[src/sv/srd_pkg.sv]
// Package for the surveillance record decoder: payload structs, item codes,
// item length table. No dependencies.
package srd_pkg;

  typedef struct packed {
    logic [7:0] data_byte;
    logic       block_start;
  } srd_in_t;

  typedef struct packed {
    logic [1:0]         record_kind;
    logic [7:0]         source_area;
    logic [7:0]         source_id;
    logic [15:0]        track_number;
    logic signed [15:0] pos_x;
    logic signed [15:0] pos_y;
    logic [15:0]        ground_speed;
    logic [15:0]        heading;
    logic [15:0]        polar_range;
    logic [15:0]        polar_azimuth;
    logic [15:0]        time_code;
    logic [8:0]         status_bits;
  } srd_out_t;

  localparam logic [4:0] IT_NONE   = 5'd0;
  localparam logic [4:0] IT_FSPEC2 = 5'd1;
  localparam logic [4:0] IT_FSPEC3 = 5'd2;
  localparam logic [4:0] IT_SACSIC = 5'd3;
  localparam logic [4:0] IT_DESC   = 5'd4;
  localparam logic [4:0] IT_TRKNUM = 5'd5;
  localparam logic [4:0] IT_CART   = 5'd6;
  localparam logic [4:0] IT_VEL    = 5'd7;
  localparam logic [4:0] IT_TIME_T = 5'd10;
  localparam logic [4:0] IT_SDI_T  = 5'd14;
  localparam logic [4:0] IT_POLAR  = 5'd15;
  localparam logic [4:0] IT_TIME_P = 5'd18;
  localparam logic [4:0] IT_SDI_P  = 5'd21;
  localparam logic [4:0] IT_C2CONF = 5'd26;
  localparam logic [4:0] IT_END    = 5'd28;
  localparam logic [3:0] LEN_VAR   = 4'd15;

  localparam logic [1:0] KIND_TRACK   = 2'd0;
  localparam logic [1:0] KIND_PLOT    = 2'd1;
  localparam logic [1:0] KIND_SERVICE = 2'd2;
  localparam logic [1:0] KIND_DISCARD = 2'd3;

  localparam logic [2:0] HDR_IDLE = 3'd0;
  localparam logic [2:0] HDR_LEN1 = 3'd1;
  localparam logic [2:0] HDR_LEN2 = 3'd2;
  localparam logic [2:0] HDR_FSP  = 3'd3;
  localparam logic [2:0] HDR_BODY = 3'd4;
  localparam logic [2:0] HDR_SKIP = 3'd5;

  function automatic logic [3:0] item_len(input logic [4:0] c);
    logic [3:0] r;
    unique case (c)
      5'd1, 5'd2, 5'd11, 5'd12, 5'd20, 5'd22, 5'd23: r = 4'd1;
      5'd3, 5'd5, 5'd8, 5'd9, 5'd10, 5'd13, 5'd16, 5'd17, 5'd18, 5'd19,
      5'd25: r = 4'd2;
      5'd24: r = 4'd3;
      5'd6, 5'd7, 5'd15: r = 4'd4;
      5'd27: r = 4'd8;
      5'd4, 5'd14, 5'd21, 5'd26: r = LEN_VAR;
      default: r = 4'd0;
    endcase
    return r;
  endfunction

endpackage

[src/sv/surveillance_record_decoder.sv]
// Surveillance record decoder top level: byte sequencer and result register.
// Depends on srd_pkg.
//
// Use:
// - in channel (in_valid/in_ready/in_data) carries one byte item per cycle
//   while in_ready is high, with a block_start flag on the category byte of each block.
// - out channel (out_valid/out_ready/out_data) carries one decoded record
//   per finished record: track, plot, category-2 service or discarded.
// - Each byte is decoded combinationally; a result appears in the cycle after the
//   byte that completes its record. One byte per cycle sustained while the receiver does not stall.
// - The result sits in an output register; in_ready is high whenever that
//   register is empty or being taken this cycle, so while the receiver
//   stalls with a result waiting, the input is held as well.
// - Reset clears the sequencer, fspec and status state and the result
//   valid; the sticky track mode also returns to plot.
// - Items follow FSPEC order; the next present item is found by a priority
//   search over the 27 item presence bits.
module surveillance_record_decoder
  import srd_pkg::*;
(
  input  logic     clk,
  input  logic     rst,
  input  logic     in_valid,
  output logic     in_ready,
  input  srd_in_t  in_data,
  output logic     out_valid,
  input  logic     out_ready,
  output srd_out_t out_data
);

  logic [2:0]  header_index, header_index_next;
  logic [7:0]  category, category_next;
  logic [15:0] bytes_left, bytes_left_next;
  logic [7:0]  f1, f1_next, f2, f2_next, f3, f3_next;
  logic [1:0]  fsp, fsp_next;
  logic        track_mode, track_mode_next;
  logic [4:0]  item_step, item_step_next;
  logic [3:0]  item_byte, item_byte_next;
  logic [63:0] rf0, rf0_next, rf1, rf1_next, rf2, rf2_next;
  logic [8:0]  rstat, rstat_next;
  srd_out_t    res_next;
  logic        emit;

  assign in_ready = !out_valid || out_ready;
  wire take = in_valid && in_ready;

  // next present item after c, given current fspec/category/mode
  function automatic logic [4:0] next_item(
    input logic [4:0] c, input logic [7:0] a, input logic [7:0] b2,
    input logic [7:0] b3, input logic [1:0] fp, input logic [7:0] cat,
    input logic tm);
    logic [27:0] p;
    logic [7:0]  g2, g3;
    logic        c1, c2, trk, plt;
    logic [4:0]  r;
    g2 = fp[0] ? b2 : 8'h00;
    g3 = fp[1] ? b3 : 8'h00;
    c1 = cat == 8'd1; c2 = cat == 8'd2;
    trk = c1 && tm; plt = c1 && !tm;
    p = '0;
    p[1] = a[0]; p[2] = g2[0]; p[3] = a[7]; p[4] = c1 && a[6];
    p[5] = trk && a[5]; p[6] = trk && a[3]; p[7] = trk && a[2];
    p[8] = trk && a[4]; p[9] = trk && g2[7]; p[10] = trk && g2[6];
    p[11] = trk && g2[2]; p[12] = trk && g2[1]; p[13] = trk && g3[7];
    p[14] = trk && g3[2]; p[15] = plt && a[5]; p[16] = plt && a[4];
    p[17] = plt && a[3]; p[18] = plt && a[1]; p[19] = plt && g2[7];
    p[20] = plt && g2[1]; p[21] = plt && g3[2]; p[22] = c2 && a[6];
    p[23] = c2 && a[5]; p[24] = c2 && a[4]; p[25] = c2 && a[3];
    p[26] = c2 && a[2]; p[27] = c2 && g2[4];
    r = IT_END;
    for (int k = 27; k >= 1; k--) begin
      if (k > c && p[k]) r = 5'(k);
    end
    return r;
  endfunction

  function automatic srd_out_t mk(input logic [1:0] kind, input logic [63:0] a,
    input logic [63:0] b, input logic [63:0] c, input logic [8:0] st);
    srd_out_t o;
    o = '0;
    o.record_kind = kind;
    if (kind != KIND_DISCARD) begin
      o.source_area   = a[15:8];
      o.source_id     = a[7:0];
      o.track_number  = a[31:16];
      o.pos_x         = a[47:32];
      o.pos_y         = a[63:48];
      o.ground_speed  = b[15:0];
      o.heading       = b[31:16];
      o.polar_range   = b[47:32];
      o.polar_azimuth = b[63:48];
      o.time_code     = c[15:0];
      o.status_bits   = st;
    end
    return o;
  endfunction

  always_comb begin
    logic [7:0]  bt;
    logic [15:0] len;
    logic [3:0]  idx;
    logic [4:0]  c;
    logic [3:0]  total;
    logic        discard;
    logic [15:0] v;
    logic [1:0]  kind_now;
    bt = in_data.data_byte;
    header_index_next = header_index; category_next = category;
    bytes_left_next = bytes_left; f1_next = f1; f2_next = f2; f3_next = f3;
    fsp_next = fsp; track_mode_next = track_mode; item_step_next = item_step;
    item_byte_next = item_byte; rf0_next = rf0; rf1_next = rf1; rf2_next = rf2;
    rstat_next = rstat; emit = 1'b0; res_next = '0;
    len = '0; idx = '0; c = '0; total = '0; discard = 1'b0; v = '0;
    kind_now = (category == 8'd2) ? KIND_SERVICE :
               (track_mode ? KIND_TRACK : KIND_PLOT);
    if (in_data.block_start) begin
      if (header_index == HDR_BODY && item_step != IT_NONE) begin
        emit = 1'b1;
        res_next = mk(kind_now, rf0, rf1, rf2, rstat | 9'h100);
      end
      header_index_next = HDR_LEN1; category_next = bt;
      item_step_next = IT_NONE; item_byte_next = '0;
    end else begin
      unique case (header_index)
        HDR_LEN1: begin
          bytes_left_next = {bt, 8'h00}; header_index_next = HDR_LEN2;
        end
        HDR_LEN2: begin
          len = bytes_left | {8'h00, bt};
          bytes_left_next = (len >= 16'd4) ? len - 16'd4 : 16'd0;
          header_index_next = HDR_FSP;
        end
        HDR_FSP: begin
          f1_next = bt; item_step_next = IT_NONE;
          header_index_next = (bytes_left != 16'd0) ? HDR_BODY : HDR_IDLE;
        end
        HDR_BODY, HDR_SKIP: begin
          if (header_index == HDR_BODY) begin
            if (item_step == IT_NONE) begin
              rf0_next = '0; rf1_next = '0; rf2_next = '0; rstat_next = '0;
              fsp_next = '0; f2_next = '0; f3_next = '0;
              c = next_item(IT_NONE, f1, 8'h00, 8'h00, 2'b00, category,
                            track_mode);
              if ((category != 8'd1 && category != 8'd2) || c == IT_END) begin
                discard = 1'b1; item_step_next = IT_NONE;
              end else begin
                item_byte_next = item_len(c);
              end
            end else begin
              c = item_step;
            end
            if (discard) begin
              emit = 1'b1;
              res_next = mk(KIND_DISCARD, '0, '0, '0, '0);
              header_index_next = HDR_SKIP;
            end else begin
              // consume one byte of item c
              if (item_byte_next == LEN_VAR) begin
                total = 4'd1;
                if (c == IT_DESC) begin
                  track_mode_next = bt[7];
                  rstat_next[1] = 1'b1;
                  total = 4'd1 + {3'b000, bt[0]};
                end else if (c == IT_C2CONF) begin
                  total = 4'd1 + {3'b000, bt[0]};
                end else if (c == IT_SDI_T) begin
                  if (bt == 8'd7 || bt == 8'd14) total = bt[3:0];
                  else rstat_next[7] = 1'b1;
                end else if (c == IT_SDI_P) begin
                  if (bt == 8'd3 || bt == 8'd4) total = bt[3:0];
                  else rstat_next[7] = 1'b1;
                end
                item_byte_next = total - 4'd1;
              end else begin
                idx = item_len(c) - item_byte_next;
                if (item_byte_next != 4'd0) item_byte_next = item_byte_next - 4'd1;
                unique case (c)
                  IT_FSPEC2: begin f2_next = bt; fsp_next[0] = 1'b1; end
                  IT_FSPEC3: begin
                    f3_next = bt; fsp_next[1] = 1'b1;
                    if (bt[0]) rstat_next[6] = 1'b1;
                  end
                  IT_SACSIC: begin
                    rf0_next[15:0] = {rf0_next[7:0], bt}; rstat_next[0] = 1'b1;
                  end
                  IT_TRKNUM: begin
                    rf0_next[31:16] = {rf0_next[23:16], bt}; rstat_next[2] = 1'b1;
                  end
                  IT_CART: begin
                    if (idx < 4'd2) rf0_next[47:32] = {rf0_next[39:32], bt};
                    else rf0_next[63:48] = {rf0_next[55:48], bt};
                    rstat_next[3] = 1'b1;
                  end
                  IT_VEL: begin
                    if (idx < 4'd2) rf1_next[15:0] = {rf1_next[7:0], bt};
                    else rf1_next[31:16] = {rf1_next[23:16], bt};
                    rstat_next[4] = 1'b1;
                  end
                  IT_POLAR: begin
                    if (idx < 4'd2) rf1_next[47:32] = {rf1_next[39:32], bt};
                    else rf1_next[63:48] = {rf1_next[55:48], bt};
                    rstat_next[3] = 1'b1;
                  end
                  IT_TIME_T, IT_TIME_P: begin
                    rf2_next[15:0] = {rf2_next[7:0], bt}; rstat_next[5] = 1'b1;
                  end
                  default: ;
                endcase
              end
              item_step_next = c;
              if (item_byte_next == 4'd0) begin
                item_step_next = next_item(c, f1, f2_next, f3_next, fsp_next,
                                           category, track_mode_next);
                if (item_step_next == IT_END) begin
                  emit = 1'b1;
                  kind_now = (category == 8'd2) ? KIND_SERVICE :
                             (track_mode_next ? KIND_TRACK : KIND_PLOT);
                  res_next = mk(kind_now, rf0_next, rf1_next, rf2_next, rstat_next);
                  item_step_next = IT_NONE;
                end else begin
                  item_byte_next = item_len(item_step_next);
                end
              end
            end
          end
          v = (bytes_left != 16'd0) ? bytes_left - 16'd1 : 16'd0;
          bytes_left_next = v;
          if (v == 16'd0) begin
            if (header_index_next == HDR_BODY && item_step_next != IT_NONE) begin
              emit = 1'b1;
              kind_now = (category == 8'd2) ? KIND_SERVICE :
                         (track_mode_next ? KIND_TRACK : KIND_PLOT);
              res_next = mk(kind_now, rf0_next, rf1_next, rf2_next,
                            rstat_next | 9'h100);
            end
            header_index_next = HDR_IDLE; item_step_next = IT_NONE;
            item_byte_next = '0;
          end
        end
        default: ;
      endcase
    end
  end

  always_ff @(posedge clk) begin
    if (rst) begin
      header_index <= HDR_IDLE; category <= '0; bytes_left <= '0;
      f1 <= '0; f2 <= '0; f3 <= '0; fsp <= '0; track_mode <= 1'b0;
      item_step <= IT_NONE; item_byte <= '0; rstat <= '0;
      rf0 <= '0; rf1 <= '0; rf2 <= '0; out_valid <= 1'b0;
    end else begin
      if (out_valid && out_ready) out_valid <= 1'b0;
      if (take) begin
        header_index <= header_index_next; category <= category_next;
        bytes_left <= bytes_left_next; f1 <= f1_next; f2 <= f2_next;
        f3 <= f3_next; fsp <= fsp_next; track_mode <= track_mode_next;
        item_step <= item_step_next; item_byte <= item_byte_next;
        rstat <= rstat_next; rf0 <= rf0_next; rf1 <= rf1_next; rf2 <= rf2_next;
        if (emit) out_valid <= 1'b1;
      end
    end
  end

  always_ff @(posedge clk) begin
    if (take && emit) out_data <= res_next;
  end

  // sequencer code stays in range
  a_hdr_range: assert property (@(posedge clk) disable iff (rst)
    header_index <= HDR_SKIP) else $error("header index out of range");
  // item step only active inside a body
  a_step_body: assert property (@(posedge clk) disable iff (rst)
    item_step != IT_NONE |-> header_index == HDR_BODY)
    else $error("item step outside body");
  // a result waiting is never overwritten
  a_no_overrun: assert property (@(posedge clk) disable iff (rst)
    out_valid && !out_ready |=> out_valid && $stable(out_data))
    else $error("result lost");
  // item step never reaches end marker in state
  a_step_end: assert property (@(posedge clk) disable iff (rst)
    item_step < IT_END) else $error("item step at end");

endmodule
[config.mk]
export PLATFORM = sky130hd
export DESIGN_NAME = surveillance_record_decoder
export DESIGN_NICKNAME = d
export VERILOG_FILES = /design/src/sv/srd_pkg.sv /design/src/sv/surveillance_record_decoder.sv
export SDC_FILE = /design/constraint.sdc
export NUM_CORES = 1
export LEC_CHECK = 0
export ABC_AREA = 1
export BUFFER_PORTS_ARGS = -buffer_cell sky130_fd_sc_hd__buf_4
export CAP_MARGIN = 40
export CORE_MARGIN = 4
export CORE_UTILIZATION = 50
export DETAILED_ROUTE_END_ITERATION = 16
export PLACE_DENSITY = 0.68
export SYNTH_ARGS = -nofsm -noshare
export SYNTH_HDL_FRONTEND = slang
export SYNTH_SLANG_ARGS = --single-unit
[constraint.sdc]
create_clock -name clk -period 11.6 [get_ports clk]
set_input_delay 0.58 -clock clk [delete_from_list [all_inputs] [get_ports clk]]
set_output_delay 0.58 -clock clk [all_outputs]
set_load 0.1 [all_outputs]
==> impl_metrics.json <==
{
  "outcome": "completed",
  "grtUsageTotal_pct": 32.6,
  "placed_cells": 4133,
  "die_y_um": 228,
  "p_leak_nw": 11.2,
  "ff2ff_path_depth": 52,
  "antenna_found_initial": 3,
  "syn_to_final_growth_pct": 12.5,
  "switchingPower_mw": 0.990,
  "cp.arrival_ns": 8.56,
  "rsz0062_at_grt": "false",
  "synthesis.nets": 3598,
  "gp_congestion": 0.994,
  "endpoint_kind": "register",
  "cts_tree": "yes",
  "wl_um": 89600,
  "boundaryPins": 170,
  "fin_skew_ns": 0.0192,
  "slew_headroom_pct": 39.8,
  "whs_path_depth": 2,
  "start_util_pct": 50.6,
  "die_area_sq_um": 51900,
  "tightest_slew_ns": 0.904,
  "setup_tns_ns": 0,
  "overflow": 0,
  "nNetsFinal": 3602,
  "final.min_clock_period_ns": 8.35,
  "post_cts_buffers": 0,
  "io_buffers": 169,
  "grt_pass1_wl_um": 137000,
  "mostFrequentLayoutCells": "648 x o21ai_0, 537 x nand2_1, 483 x inv_1, 384 x a21oi_1, 213 x buf_4",
  "grt_max_degree": 91,
  "syn_avg_cell_area_sq_um": 6.78,
  "setup_viol": 0,
  "power_frac_comb_pct": 15.0,
  "fill_cells": 4516,
  "hpwl_um": 56100,
  "drc": 0,
  "htree_levels": 2,
  "crit_path_max_fanout": 75,
  "p_sw_share_pct": 30.4,
  "p_clk_share_pct": 42.2,
  "cts_resized": 0,
  "yosys_warnings": 0,
  "post-route-util_pct": 56.9,
  "dr.pass1.iters": 6,
  "max_cap_viol_count": 0,
  "post_drt_wl_per_cell_um": 21.2,
  "ir_worst_vdd_v": 0.000109,
  "clkSinkCount": 364,
  "cp-start-kind": "register",
  "drv_slew": 0,
  "hold_path_end": "fsp[0]",
  "p_seq_share_pct": 42.8,
  "synth-seq-cells": 364,
  "power_mw": 3.26,
  "synth.distinct_cells": 66,
  "critical_path_class": "register to register",
  "crit_buf_inv": 5,
  "whs_ns": 0.367,
  "drt_iter0_drc": 3489,
  "slowest_delay_ns": 0.67,
  "internal_power_mw": 2.27,
  "synth_top_area_cell": "edfxtp_1",
  "ant_nets": 0,
  "hold_viol": 0,
  "fp.dieW_um": 228,
  "clkLatencyLatePin_ns": 0.59,
  "clock_tree.root_cell": "clkbuf_16",
  "drive_gt1_share_pct": 11.0,
  "avgViaCountPerCell": 6.19,
  "final_common_cell": "o21ai_0",
  "cp_common_cell": "nand2_1",
  "timing.reg2reg.setup_slack_ns": 3.25,
  "synth_top_area_share_pct": 19.3,
  "crit_family": "simple AND/OR/NAND/NOR gates",
  "period_share_pct": 72.0,
  "ctsHoldBuffers": 0,
  "cts_buffer_depth": 3,
  "grt_pass1_vias": 24100,
  "coreArea_sq_um": 47700,
  "instances_no_fill": 4215,
  "rows": 80,
  "cts_buffers": 43,
  "p_per_area_nw_per_um2": 120,
  "syn-instance-count": 3561,
  "yosys-top-cells-area": "edfxtp_1 19%, dfxtp_1 17%, o21ai_0 13%",
  "hold_class": "input port to register",
  "rr_endpoint": "out_data[140]",
  "path_clk_slew_ns": 0.06,
  "r2r-start": "category[6]",
  "hold_start": "rst",
  "cpMaxStageDelayCell": "buf_4",
  "fmax_mhz": 120,
  "required_ns": 11.81,
  "netlist_area_sq_um": 24200,
  "vias": 26100,
  "ys_seq_area_share_pct": 36.6
}
-- worst max path at each step --
stage	cells after the start	start	endpoint	slack, ns
finish	52	category[6]	out_data[140]	3.25
global route	52	category[6]	out_data[140]	2.42
detailed placement	52	category[6]	out_data[151]	3.24
global placement	51	category[6]	out_data[132]	3.31
floorplan	43	category[6]	out_data[0]	2.77
CTS	52	category[6]	out_data[140]	3.21
-- state kept, by name (all words and copies together), names as in the netlist, 4 cells and up --
name and flops:
out_data 155, rf0 64, rf1 64, bytes_left 16, rf2 16, rstat 9, category 8, f1 8
f2 6, item_step 5, item_byte 4
-- power by group through the flow --
stage                     Clock (mW)  Sequential (mW)  Combinational (mW)
after CTS                       1.39             1.39               0.478
after global routing            1.44             1.40               0.522
after global placement             0             1.42               0.464
final                           1.37             1.39               0.489
after detailed placement           0             1.42               0.476
after floorplan                    0             1.50               0.250
-- area by class of cell --
cell class | instances | area (sq um) | share of cell area [%]
diodes | 1 | 2.50 | 0.00921
clock buffers | 52 | 1170 | 4.31
clock inverters | 27 | 223 | 0.820
inverters | 516 | 1950 | 7.19
multi-input cells | 2415 | 12400 | 45.6
flip-flops and latches | 364 | 8840 | 32.5
well taps | 615 | 769 | 2.83
repair buffers | 225 | 1820 | 6.71
-- worst register-to-register path, delay by kind of cell, from the launching register on --
family | cells | cell delay [ns]
adder cells (fa/ha/maj) | 3 | 0.74
buffers and inverters | 5 | 1.71
flip-flops | 1 | 0.31
AND/OR/NAND/NOR | 39 | 4.52
AO/OA/AOI/OAI | 5 | 0.67
-- per-layer routing --
layer	part of all wire (%)	global-route usage, %	up-vias
li1	-	-	12100
met1	41	44.9	12200
met2	44	50.7	1535
met3	11	6.11	250
met4	4.1	13.5	0
met5	0	0	-
-- synth_stat cells (all sizes together) --
master / n
clkbuf: 219
inv: 507
buf: 47
or3b: 1
o2111ai: 9
mux2i: 1
and2: 2
o211ai: 47
nand2: 555
o32ai: 3
a21oi: 388
and3: 1
o41ai: 36
nor4: 13
xnor2: 2
nand3: 197
a31oi: 19
o21a: 1
o22ai: 52
ha: 23
o21bai: 2
clkinv: 9
dfxtp: 209
nor2: 221
o221ai: 5
a22oi: 4
o21ai: 674
a221oi: 5
a21boi: 2
nand4: 15
nor3: 37
a21o: 1
o311ai: 1
o31ai: 41
nor3b: 3
a211oi: 10
a41oi: 1
fa: 1
or4: 2
nand3b: 1
a32oi: 2
or2: 21
xor2: 16
edfxtp: 155
-- logic make-up (layout without fill, tap and decap cells) --
family                   after synthesis  count (layout)  synth area share, %
AO/OA/AOI/OAI                       1303            1303                 29.7
adder cells (fa/ha/maj)               24              24                 1.27
AND/OR/NAND/NOR                     1069            1069                 19.4
multiplexers                           1               1               0.0414
XOR/XNOR                              18              18                0.653
other                                  0               1                    0
buffers and inverters                782             820                 12.3
flip-flops                           364             364                 36.6
-- stage by stage --
step / cell area, sq um / setup WS, ns
after floorplan: 24200 / 2.77
after global placement: 25500 / 3.31
after detailed placement: 25800 / 3.24
after CTS: 27200 / 3.21
after global routing: 27200 / 2.42
final: 27200 / 3.25
Power figures use the tool's default switching activity.
